<file path="src/design/tle_pkg.sv">
// Shared constants, types and helpers of the terminal line editor.
`default_nettype none
package tle_pkg;

    // Line store geometry and per-byte result bound
    localparam int LINE_DEPTH  = 64;
    localparam int MAX_RESULTS = 42;
    localparam int LIM_CAP     = (LINE_DEPTH < MAX_RESULTS - 2) ? LINE_DEPTH : MAX_RESULTS - 2;
    localparam int ADDR_W      = $clog2(LINE_DEPTH);
    localparam int CUR_W       = $clog2(LIM_CAP + 1);

    // Configuration register
    localparam int           LIMIT_W     = 7;
    localparam logic [6:0]   LIMIT_RESET = 7'd40;

    // Keyboard codes
    localparam logic [7:0] KEY_EOF       = 8'd4;
    localparam logic [7:0] KEY_NEWLINE   = 8'd10;
    localparam logic [7:0] KEY_KILL_LINE = 8'd21;
    localparam logic [7:0] KEY_KILL_WORD = 8'd23;
    localparam logic [7:0] KEY_SPACE     = 8'd32;
    localparam logic [7:0] KEY_TILDE     = 8'd126;
    localparam logic [7:0] KEY_DELETE    = 8'd127;

    typedef enum logic [2:0] {
        ACT_ECHO    = 3'd0,
        ACT_ERASE   = 3'd1,
        ACT_BELL    = 3'd2,
        ACT_LINE    = 3'd3,
        ACT_END     = 3'd4,
        ACT_SESSION = 3'd5
    } t_action;

    typedef struct packed {
        t_action    act;
        logic [7:0] data;
        logic       last;
    } t_result;

    typedef struct packed {
        logic    valid;
        t_result res;
    } t_push;

    typedef enum logic [2:0] {
        S_IDLE,
        S_DECIDE,
        S_WORD,
        S_SPACE,
        S_CHECK,
        S_FLUSH,
        S_END,
        S_FIN
    } t_state;

    // Clamp the programmed limit to 1..LIM_CAP
    function automatic logic [CUR_W-1:0] eff_limit(input logic [LIMIT_W-1:0] raw);
        logic [CUR_W-1:0] lim;
        if (raw == '0) begin
            lim = CUR_W'(1);
        end else if (raw > LIMIT_W'(LIM_CAP)) begin
            lim = CUR_W'(LIM_CAP);
        end else begin
            lim = CUR_W'(raw);
        end
        return lim;
    endfunction

endpackage
`default_nettype wire

</file>
<file path="src/design/tle_ram.sv">
// Generic single-port-write, registered-read RAM.
`default_nettype none
module tle_ram #(
    parameter int WIDTH = 8,
    parameter int DEPTH = 64
) (
    input  wire logic                     i_clk,
    input  wire logic                     i_wr_en,
    input  wire logic [$clog2(DEPTH)-1:0] i_wr_addr,
    input  wire logic [WIDTH-1:0]         i_wr_data,
    input  wire logic [$clog2(DEPTH)-1:0] i_rd_addr,
    output logic      [WIDTH-1:0]         o_rd_data
);

    logic [WIDTH-1:0] r_mem [DEPTH];

    // Write port and registered read
    always_ff @(posedge i_clk) begin
        if (i_wr_en) begin
            r_mem[i_wr_addr] <= i_wr_data;
        end
        o_rd_data <= r_mem[i_rd_addr];
    end

endmodule
`default_nettype wire

</file>
<file path="src/design/tle_seq.sv">
// Editing sequencer: walks the line store and produces results one at a time.
`default_nettype none
module tle_seq import tle_pkg::*; (
    input  wire logic               i_clk,
    input  wire logic               i_rst_n,
    input  wire logic               i_in_valid,
    output logic                    o_in_stall,
    input  wire logic [7:0]         i_in_byte,
    input  wire logic [LIMIT_W-1:0] i_line_limit,
    input  wire logic               i_out_ready,
    output t_push                   o_push
);

    t_state           r_state, n_state;
    logic [CUR_W-1:0] r_cursor, n_cursor;
    logic [CUR_W-1:0] r_fidx, n_fidx;
    logic             r_session_over, n_session_over;
    logic [7:0]       r_byte;
    logic             r_pend_valid;
    t_action          r_pend_act;
    logic [7:0]       r_pend_data;

    logic             go;
    logic             emit;
    t_action          emit_act;
    logic [7:0]       emit_data;
    logic             fin;
    logic             wr_en;
    logic [ADDR_W-1:0] rd_addr;
    logic [7:0]       rd_data;
    logic [CUR_W-1:0] lim;
    logic             eof_empty;
    logic             printable;
    logic             flush_now;
    logic             flush_done;

    assign lim        = eff_limit(i_line_limit);
    assign go         = !r_pend_valid || i_out_ready;
    assign eof_empty  = (r_byte == KEY_EOF) && (r_cursor == '0);
    assign printable  = (r_byte >= KEY_SPACE) && (r_byte <= KEY_TILDE);
    assign flush_now  = (r_cursor >= lim) || (r_byte == KEY_NEWLINE);
    assign flush_done = (CUR_W'(r_fidx + CUR_W'(1)) == r_cursor);
    assign o_in_stall = (r_state != S_IDLE);

    // Next state
    always_comb begin
        n_state = r_state;
        unique case (r_state)
            S_IDLE: begin
                if (i_in_valid && !r_session_over) n_state = S_DECIDE;
            end
            S_DECIDE: begin
                if (go) begin
                    priority if (eof_empty) begin
                        n_state = S_FIN;
                    end else if (r_byte == KEY_KILL_WORD) begin
                        n_state = S_WORD;
                    end else if (r_byte == KEY_KILL_LINE) begin
                        if (r_cursor == '0) n_state = S_CHECK;
                    end else begin
                        n_state = S_CHECK;
                    end
                end
            end
            S_WORD: begin
                if (go && !(r_cursor != '0 && rd_data != KEY_SPACE)) n_state = S_SPACE;
            end
            S_SPACE: begin
                if (go && !(r_cursor != '0 && rd_data == KEY_SPACE)) n_state = S_CHECK;
            end
            S_CHECK: begin
                if (go) begin
                    if (!flush_now) begin
                        n_state = S_FIN;
                    end else if (r_cursor == '0) begin
                        n_state = S_END;
                    end else begin
                        n_state = S_FLUSH;
                    end
                end
            end
            S_FLUSH: begin
                if (go && flush_done) n_state = S_END;
            end
            S_END: begin
                if (go) n_state = S_FIN;
            end
            S_FIN: begin
                if (go) n_state = S_IDLE;
            end
            default: n_state = S_IDLE;
        endcase
    end

    // Results, cursor moves and store writes
    always_comb begin
        emit           = 1'b0;
        emit_act       = ACT_BELL;
        emit_data      = 8'd0;
        fin            = 1'b0;
        wr_en          = 1'b0;
        n_cursor       = r_cursor;
        n_fidx         = r_fidx;
        n_session_over = r_session_over;
        unique case (r_state)
            S_IDLE: begin
            end
            S_DECIDE: begin
                if (go) begin
                    priority if (eof_empty) begin
                        emit           = 1'b1;
                        emit_act       = ACT_SESSION;
                        n_session_over = 1'b1;
                    end else if (r_byte == KEY_KILL_WORD) begin
                    end else if (r_byte == KEY_DELETE || r_byte == KEY_KILL_LINE) begin
                        if (r_cursor != '0) begin
                            emit     = 1'b1;
                            emit_act = ACT_ERASE;
                            n_cursor = CUR_W'(r_cursor - CUR_W'(1));
                        end
                    end else if (printable) begin
                        if (r_cursor < lim) begin
                            wr_en     = 1'b1;
                            emit      = 1'b1;
                            emit_act  = ACT_ECHO;
                            emit_data = r_byte;
                            n_cursor  = CUR_W'(r_cursor + CUR_W'(1));
                        end
                    end else begin
                        emit     = 1'b1;
                        emit_act = ACT_BELL;
                    end
                end
            end
            S_WORD: begin
                if (go && r_cursor != '0 && rd_data != KEY_SPACE) begin
                    emit     = 1'b1;
                    emit_act = ACT_ERASE;
                    n_cursor = CUR_W'(r_cursor - CUR_W'(1));
                end
            end
            S_SPACE: begin
                if (go && r_cursor != '0 && rd_data == KEY_SPACE) begin
                    emit     = 1'b1;
                    emit_act = ACT_ERASE;
                    n_cursor = CUR_W'(r_cursor - CUR_W'(1));
                end
            end
            S_CHECK: begin
                if (go) n_fidx = '0;
            end
            S_FLUSH: begin
                if (go) begin
                    emit      = 1'b1;
                    emit_act  = ACT_LINE;
                    emit_data = rd_data;
                    n_fidx    = CUR_W'(r_fidx + CUR_W'(1));
                end
            end
            S_END: begin
                if (go) begin
                    emit     = 1'b1;
                    emit_act = ACT_END;
                    n_cursor = '0;
                end
            end
            S_FIN: begin
                fin = go;
            end
            default: begin
            end
        endcase
    end

    // Read the entry the next state will look at
    assign rd_addr = (n_state == S_FLUSH) ? ADDR_W'(n_fidx)
                                          : ADDR_W'(CUR_W'(n_cursor - CUR_W'(1)));

    // Send the held result on; it is final when the item is done
    assign o_push.valid    = r_pend_valid && (emit || fin);
    assign o_push.res.act  = r_pend_act;
    assign o_push.res.data = r_pend_data;
    assign o_push.res.last = fin;

    // Control registers
    always_ff @(posedge i_clk) begin
        if (!i_rst_n) begin
            r_state        <= S_IDLE;
            r_cursor       <= '0;
            r_fidx         <= '0;
            r_session_over <= 1'b0;
            r_pend_valid   <= 1'b0;
        end else begin
            r_state        <= n_state;
            r_cursor       <= n_cursor;
            r_fidx         <= n_fidx;
            r_session_over <= n_session_over;
            if (emit) begin
                r_pend_valid <= 1'b1;
            end else if (fin) begin
                r_pend_valid <= 1'b0;
            end
        end
    end

    // Payload registers
    always_ff @(posedge i_clk) begin
        if (r_state == S_IDLE && i_in_valid) begin
            r_byte <= i_in_byte;
        end
        if (emit) begin
            r_pend_act  <= emit_act;
            r_pend_data <= emit_data;
        end
    end

    tle_ram #(
        .WIDTH (8),
        .DEPTH (LINE_DEPTH)
    ) u_line_store (
        .i_clk     (i_clk),
        .i_wr_en   (wr_en),
        .i_wr_addr (ADDR_W'(r_cursor)),
        .i_wr_data (r_byte),
        .i_rd_addr (rd_addr),
        .o_rd_data (rd_data)
    );

endmodule
`default_nettype wire

</file>
<file path="src/design/tle_out.sv">
// Output register stage between the sequencer and the result channel.
`default_nettype none
module tle_out import tle_pkg::*; (
    input  wire logic i_clk,
    input  wire logic i_rst_n,
    input  t_push     i_push,
    output logic      o_ready,
    output logic      o_out_valid,
    input  wire logic i_out_stall,
    output logic [2:0] o_action,
    output logic [7:0] o_out_byte,
    output logic       o_last
);

    logic    r_valid;
    t_result r_res;

    assign o_ready     = !r_valid || !i_out_stall;
    assign o_out_valid = r_valid;
    assign o_action    = r_res.act;
    assign o_out_byte  = r_res.data;
    assign o_last      = r_res.last;

    // Hold the item until taken, load when free
    always_ff @(posedge i_clk) begin
        if (!i_rst_n) begin
            r_valid <= 1'b0;
        end else if (i_push.valid) begin
            r_valid <= 1'b1;
        end else if (!i_out_stall) begin
            r_valid <= 1'b0;
        end
    end

    always_ff @(posedge i_clk) begin
        if (i_push.valid) begin
            r_res <= i_push.res;
        end
    end

endmodule
`default_nettype wire

</file>
<file path="src/design/terminal_line_editor_core.sv">
// Top level of the terminal line editor: configuration register and block wiring.
//
// Usage: keyboard bytes enter on the input channel (i_in_valid, i_in_byte,
// o_in_stall); terminal actions leave on the result channel (o_out_valid,
// o_action, o_out_byte, o_last, i_out_stall). An item moves at a clock edge
// with valid high and stall low, but no input byte is taken once the session
// has ended. One input byte gives zero or more result items; o_last marks the
// final one of each byte. The line limit is written through i_cfg_wr_en /
// i_cfg_wr_data; the user must write it only while idle, which the block
// itself does not enforce. Bytes are handled one at a time. Erases and
// flushes walk the line store at one entry per cycle, while the result side
// does not stall, through its single read port.
// Reset (i_rst_n low, synchronous) clears the cursor, the session flag and
// the output register, and sets the limit to 40; the line store is not
// cleared. A stall on the result side holds the sequencer in place with the
// pending result kept, and the input stays stalled until the byte is done.
`default_nettype none
module terminal_line_editor_core import tle_pkg::*; (
    input  wire logic               i_clk,
    input  wire logic               i_rst_n,
    input  wire logic               i_in_valid,
    output logic                    o_in_stall,
    input  wire logic [7:0]         i_in_byte,
    output logic                    o_out_valid,
    input  wire logic               i_out_stall,
    output logic [2:0]              o_action,
    output logic [7:0]              o_out_byte,
    output logic                    o_last,
    input  wire logic               i_cfg_wr_en,
    input  wire logic [LIMIT_W-1:0] i_cfg_wr_data
);

    logic [LIMIT_W-1:0] r_line_limit;
    logic               out_ready;
    t_push              push;

    // Line limit register
    always_ff @(posedge i_clk) begin
        if (!i_rst_n) begin
            r_line_limit <= LIMIT_RESET;
        end else if (i_cfg_wr_en) begin
            r_line_limit <= i_cfg_wr_data;
        end
    end

    tle_seq u_seq (
        .i_clk        (i_clk),
        .i_rst_n      (i_rst_n),
        .i_in_valid   (i_in_valid),
        .o_in_stall   (o_in_stall),
        .i_in_byte    (i_in_byte),
        .i_line_limit (r_line_limit),
        .i_out_ready  (out_ready),
        .o_push       (push)
    );

    tle_out u_out (
        .i_clk       (i_clk),
        .i_rst_n     (i_rst_n),
        .i_push      (push),
        .o_ready     (out_ready),
        .o_out_valid (o_out_valid),
        .i_out_stall (i_out_stall),
        .o_action    (o_action),
        .o_out_byte  (o_out_byte),
        .o_last      (o_last)
    );

endmodule
`default_nettype wire
</file>
<file path="config.mk">
export PLATFORM = sky130hd
export DESIGN_NAME = terminal_line_editor_core
export DESIGN_NICKNAME = d
export VERILOG_FILES = /design/src/design/tle_pkg.sv /design/src/design/tle_ram.sv /design/src/design/tle_seq.sv /design/src/design/tle_out.sv /design/src/design/terminal_line_editor_core.sv
export SDC_FILE = /design/constraint.sdc
export NUM_CORES = 1
export LEC_CHECK = 0
export BUFFER_PORTS_ARGS = -buffer_cell sky130_fd_sc_hd__clkbuf_2
export CAP_MARGIN = 20
export CORE_MARGIN = 4
export CORE_UTILIZATION = 45
export CTS_CLUSTER_SIZE = 30
export DETAILED_ROUTE_END_ITERATION = 12
export SYNTH_ARGS = -nofsm -noshare
export SYNTH_HDL_FRONTEND = slang
export SYNTH_SLANG_ARGS = --single-unit
</file>
<file path="constraint.sdc">
create_clock -name i_clk -period 11.9 [get_ports i_clk]
set_input_delay 1.19 -clock i_clk [delete_from_list [all_inputs] [get_ports i_clk]]
set_output_delay 1.19 -clock i_clk [all_outputs]
set_load 0.05 [all_outputs]
</file>
; Word-level counts from Yosys, hierarchy flattened
; Memories as Yosys holds them, arrays and structs flattened. A register that Yosys moved wholly into a read port is not among the register bits.
; Index checks and enable logic that the tools add are counted.
[word_totals]
elab_cells = 148
ff_bits = 56
ramBits = 512
mem_count = 1
input_bits = 20
[op_classes]
magnitude_cmp = 5
mux = 76
n_eq_ne = 17
n_addsub = 4
n_reduce_logical = 32
[mem_list]
columns = name, words, width, read_ports, rd_clocked_by_memory_dff, wr, line_no
row1 = u_seq.u_line_store.r_mem, 64, 8, 1, 1, 1, tle_ram.sv:15  ; logic [WIDTH-1:0] r_mem [DEPTH];
[ops]
columns = op, n
row1 = two-way mux 6 bit, 15
row2 = two-way mux 8 bit, 7
row3 = two-way mux 3 bit, 18
row4 = two-way mux 1 bit, 24
row5 = case mux 3 bit (8 select lines), 1
row6 = case mux 6 bit (4 select lines), 1
row7 = "equality test 8 x 5 -> 1 bit, second input constant", 2
row8 = case mux 8 bit (2 select lines), 1
row9 = "equality test 3 bit, second input constant", 5
row10 = case mux 3 bit (5 select lines), 1
row11 = logical AND 1 bit, 13
row12 = "adder 6 x 1 -> 6 bit, second input constant", 2
row13 = two-way mux 2 bit, 6
row14 = case mux 6 bit (2 select lines), 1
row15 = "subtractor 6 x 1 -> 6 bit, second input constant", 2
row16 = "equality test 8 x 3 -> 1 bit, second input constant", 1
row17 = "equality test 8 x 4 -> 1 bit, second input constant", 1
row18 = "equality test 8 x 6 -> 1 bit, second input constant", 1
row19 = "equality test 8 x 7 -> 1 bit, second input constant", 1
row20 = "greater-or-equal comparator 8 x 6 -> 1 bit, second input constant", 1
row21 = "less-or-equal comparator 8 x 7 -> 1 bit, second input constant", 1
row22 = "!= test 8 x 6 -> 1 bit, second input constant", 1
row23 = "> comparator 7 x 6 -> 1 bit, second input constant", 1
row24 = logical NOT 7 bit, 1
row25 = 16 further kinds, 26

; Depth between registers and ports, before layout
[depth]
ltp_word = 14
ltp_mapped = 23
ltp_nobuf = 20

; By module
; A second synthesis with hierarchy kept.
[hier_totals]
cells_unflattened = 1292
hier_area_um2 = 23608.9
[by_module_without_submodules]
columns = module, n_inst, cells_each, area_each_um2
row1 = tle_ram, 1, 930, 20064.2
row2 = tle_seq, 1, 324, 2889.0
row3 = tle_out, 1, 16, 395.4
row4 = terminal_line_editor_core, 1, 22, 260.2

; Least setup slack after synthesis
; No wires, ideal clock.
[synth_timing]
path_type = register to register
start = register u_seq.r_byte[6]
end = register u_seq.u_line_store.o_rd_data[5], read port of u_seq.u_line_store.r_mem
path_buffers = 3
setup_time_ns = 0.122
period_less_slack_ns = 4.735
setup_slack_ns = 7.165
arrival_ns = 4.612
path_stages_with_launch = 18
path_cell_list = edfxtp_1 > nand4_1 > or3_1 > buf_2 > a21boi_2 > o41ai_1 > o32ai_1 > a21boi_0 > ha_1 > a21boi_1 > a21oi_2 > buf_2 > buf_1 > mux4_2 > nand2_1 > a21oi_1 > nor4_2 > nand2_1
[synth_via]
elab_chain_cells = 10
word_cells_on_any_way = 27
classes_between = add/sub: 1 / order compare: 2 / eq/ne: 6 / mux: 14 / reduce/logical: 4
[synth_rtl]
columns = element, line_no
row1 = start: declaration, tle_seq.sv:18  ; logic [7:0] r_byte;
row2 = start signal: assignment, tle_seq.sv:209  ; r_byte <= i_in_byte;
row3 = greater-or-equal comparator 8 x 6 -> 1 bit / less-or-equal comparator 8 x 7 -> 1 bit (equally long branches), tle_seq.sv:40  ; assign printable = (r_byte >= KEY_SPACE) && (r_byte <= KEY_TILDE);
row4 = logical AND 1 bit, tle_seq.sv:40
row5 = two-way mux 6 bit, tle_seq.sv:121  ; end else if (printable) begin
row6 = two-way mux 6 bit, tle_seq.sv:115  ; end else if (r_byte == KEY_DELETE || r_byte == KEY_KILL_LINE) begin
row7 = two-way mux 6 bit, tle_seq.sv:114  ; end else if (r_byte == KEY_KILL_WORD) begin
row8 = two-way mux 6 bit, tle_seq.sv:110  ; priority if (eof_empty) begin
row9 = two-way mux 6 bit, tle_seq.sv:109  ; if (go) begin
row10 = case mux 6 bit (4 select lines), tle_seq.sv:105  ; unique case (r_state)
row11 = subtractor 6 x 1 -> 6 bit, tle_seq.sv:177  ; : ADDR_W'(CUR_W'(n_cursor - CUR_W'(1)));
row12 = two-way mux 6 bit (*), tle_seq.sv:176  ; assign rd_addr = (n_state == S_FLUSH) ? ADDR_W'(n_fidx)
row13 = end: declaration, tle_ram.sv:12  ; output logic [WIDTH-1:0] o_rd_data
; Every way passes the cells marked *; elsewhere a longest branch is shown, timed or not.
; A chain may end at the register's enable or synchronous reset.

; Worst setup path after layout
[layout_timing]
start = register u_seq.r_state[0]
end = register u_seq.u_line_store.o_rd_data[2], read port of u_seq.u_line_store.r_mem
[layout_via]
elab_chain_cells = 8
word_cells_on_any_way = 26
classes_between = add/sub: 1 / eq/ne: 8 / mux: 16 / reduce/logical: 1
[layout_rtl]
columns = element, line_no
row1 = start: declaration, tle_seq.sv:14  ; t_state r_state, n_state;
row2 = start signal: assignment, tle_seq.sv:194  ; r_state <= n_state;
row3 = two-way mux 3 bit, tle_seq.sv:59  ; if (r_cursor == '0) n_state = S_CHECK;
row4 = two-way mux 3 bit, tle_seq.sv:58  ; end else if (r_byte == KEY_KILL_LINE) begin
row5 = two-way mux 3 bit, tle_seq.sv:56  ; end else if (r_byte == KEY_KILL_WORD) begin
row6 = two-way mux 3 bit, tle_seq.sv:54  ; priority if (eof_empty) begin
row7 = two-way mux 3 bit, tle_seq.sv:53  ; if (go) begin
row8 = case mux 3 bit (8 select lines), tle_seq.sv:48  ; unique case (r_state)
row9 = equality test 3 bit, tle_seq.sv:176
row10 = two-way mux 6 bit (*), tle_seq.sv:176
; Marks and branches as above.

==> run metrics <==
Starting DRT DRC Count 1329; Clk Latency, worst-skew pair 0.64 ns; fin crit period 7.32 ns; Seq/Total Area, Yosys 0.688; Synth Area per Inst 15.3 um^2; crit path capture type register; R2R cell count 16; CP Class register to register; Crit path largest cell delay 0.94 ns; area delta synth->final 11.4%; WHS Path Cells 0; clk buf depth 3; drt total wl 64300 um; flop2flop setup slack 4.58 ns; post-DP HPWL 38400 um; hold crit path type register to register; Max FO, Critical Path 60; CP cell instances nand2b_1 > nor2_1 > o211ai_1 > a21oi_1 > nor3_1 > nor2_1 > inv_1 > ha_1 > a21boi_1 > a21oi_4 > buf_4 > nand2_1 > nor3_1 > nor4bb_1 > nor4_1 > nand2_1; number of synthesized flops with an enable pin 543; endpoints failing setup 0; post-CTS setup buffer count 0; ys flop type edfxtp_1; die width 242 um; RR Startpoint u_seq.r_state[0]; clock root cell clkbuf_16; WP data required 12.38 ns; final hold violations 0; slowest cell on the critical path nor2_1; post-synthesis cell type count 88; share of layout cells above drive strength 1 0.172; Reg clk slew, reported paths 0.06 ns; RSZ-0062 raised after global routing no; leakage power 8.99 nW; global-route wire length before repair 95800 um; Cell Pwr Density 274 nW/um^2; largest net degree at the start of global routing 76; IO buf count 33; detailed-route via count 14700; post-route setup TNS 0 ns; Clock Sinks 576; TritonCTS Buffers 60; Synth warnings 0; H-tree depth 2; Core Area 54000 um^2; Critical Path AT 7.80 ns; Synth async-reset ratio 0; vias in the first global route 14600; clock skew 0.0304 ns; Hold Path Origin u_seq.r_pend_act[2]; Post-Syn Instances 1618; CP Launch Type register; Worst Hold Endpoint u_out.o_action[2]; Remaining Overflow, GRT 0; DIE AREA 58600 um^2; Final Wtd Congestion 0.890; PostCTS Resize Cnt 0; Worst Setup SP u_seq.r_state[0]; initial antenna violation count 1; fmax 137 MHz; worst slew pin tran 1.24 ns; I/O pin count 34; Slew Viols, Final 0; Hold Buf Count CTS 0; outcome finished, final reports clean; wire per inst 26.9 um; DRC viols 0; CTS tree done; FF-to-FF End u_seq.u_line_store.o_rd_data[2]; cell area after synthesis 24700 um^2; syn nets 1649; Worst slew margin 0.166; Peak VDD IR 0.238 mV; Die Ht 242 um; hold slack 0.420 ns; post-route antenna net violation count 0; Total Routing Usage GR 0.215; drt first pass iters 5; num rows 85; Starting Density 0.457; # diodes 0; Final Cycle Share 0.615; maxcap violations 0; FF+latch count, synth 576; Final nets 1673; post-DR vias/cell 6.16
[Yosys cell counts (all sizes together) (7+ instances only)]
master | instances | area, um^2
or3 | 10 | 67.6
mux2i | 46 | 460
xnor2 | 7 | 61.3
and3 | 7 | 43.8
a22oi | 12 | 90.1
a21oi | 69 | 349
ha | 11 | 138
o2111ai | 21 | 184
o21ai | 22 | 110
nor4bb | 7 | 70.1
edfxtp | 543 | 16300
a221oi | 26 | 228
o211ai | 16 | 130
nor2b | 18 | 113
inv | 21 | 78.8
mux2 | 45 | 510
a211oi | 18 | 135
nand2 | 167 | 634
mux4 | 64 | 1440
nor4 | 29 | 224
a31oi | 10 | 77.6
a2111oi | 18 | 195
nor3 | 33 | 181
clkbuf | 40 | 150
buf | 58 | 363
and2 | 24 | 153
a22o | 23 | 201
nor2 | 95 | 362
nand3 | 30 | 155
o221ai | 13 | 114
dfxtp | 33 | 661
o31ai | 10 | 75.1
[through the flow]
step / instances / worst slack (ns) / cell area (um^2) / utilization / total power [mW]
2_1_floorplan: 1618 / 7.17 / 24700 / - / 4.71
3_3_place_gp: 2275 / 4.24 / 25400 / 0.470 / 5.58
3_5_place_dp: 2276 / 4.56 / 25400 / 0.471 / 5.61
4_1_cts: 2389 / 4.70 / 27500 / 0.509 / 7.55
5_1_grt: 2389 / 4.23 / 27500 / 0.509 / 7.87
6_report: 2389 / 4.58 / 27500 / 0.509 / 7.52
[layout by cell type (no fill, tap or decap), types with 25 or more instances in the layout]
cell / n
nor3_1: 31
nor4_1: 25
mux2_2: 44
nor2_1: 93
edfxtp_1: 543
clkbuf_2: 33
buf_4: 26
nand2_1: 164
mux2i_1: 45
a21oi_1: 67
a221oi_1: 26
nand3_1: 29
clkbuf_16: 61
dfxtp_1: 33
mux4_2: 64
[report_power, final]
| part | leakage, nW | internal [mW] | switching [mW] |
|---|---|---|---|
| registers | 5.16 | 2.38 | 0.0521 |
| logic | 2.84 | 1.14 | 2.01 |
| clock network | 0.985 | 1.16 | 0.788 |
[layout make-up]
| cell class | instances | area (um^2) |
|---|---|---|
| fill | 4539 | 26500 |
| sequential | 576 | 17000 |
| multi-input combinational | 922 | 7140 |
| clock buffer | 72 | 1570 |
| tap | 696 | 871 |
| clock inverter | 41 | 482 |
| timing repair buffer | 60 | 388 |
| inverter | 22 | 82.6 |
[flip-flops by register name, indices dropped and copies added (netlist names), 6 cells and up]
register,cells
u_seq.r_pend_data,8
u_seq.r_byte,8
u_seq.u_line_store.r_mem,512
u_seq.u_line_store.o_rd_data,8
u_out.o_out_byte,8
u_seq.r_cursor,6
r_line_limit,7
u_seq.r_fidx,6
[worst max path at each step]
| stage | to | slack (ns) |
|---|---|---|
| finish | u_seq.u_line_store.o_rd_data[2] | 4.58 |
| global route | u_seq.u_line_store.o_rd_data[2] | 4.23 |
| CTS | u_seq.u_line_store.o_rd_data[2] | 4.70 |
| detailed placement | u_seq.u_line_store.o_rd_data[2] | 4.56 |
| global placement | u_seq.u_line_store.o_rd_data[2] | 4.24 |
| floorplan | u_seq.u_line_store.o_rd_data[5] | 7.17 |
[logic make-up (layout without fill, tap and decap cells)]
kind of cell	after synthesis	in the layout	synth area share
AND/OR/NAND/NOR	454	454	0.0924
adder cells (fa/ha/maj)	11	11	0.00558
AO/OA/AOI/OAI	291	291	0.0886
flip-flops	576	576	0.688
XOR/XNOR	11	11	0.00390
multiplexers	155	155	0.0978
buffers and inverters	120	195	0.0241
[critical path, delay by kind of cell (launching register included)]
family	cells	cell delay (ns)
AO/OA/AOI/OAI	4	1.62
flip-flops	1	0.61
buffers and inverters	2	0.89
AND/OR/NAND/NOR	9	3.71
adder cells (fa/ha/maj)	1	0.29
[routing by layer]
metal / up-vias / share of wire / GRT usage
li1: 6515 / - / -
met2: 566 / 0.47 / 0.343
met1: 7479 / 0.42 / 0.291
met5: - / 0.00016 / 0
met3: 154 / 0.077 / 0.0501
met4: 2 / 0.040 / 0.0797
No activity file was read; power rests on OpenSTA's default activity.
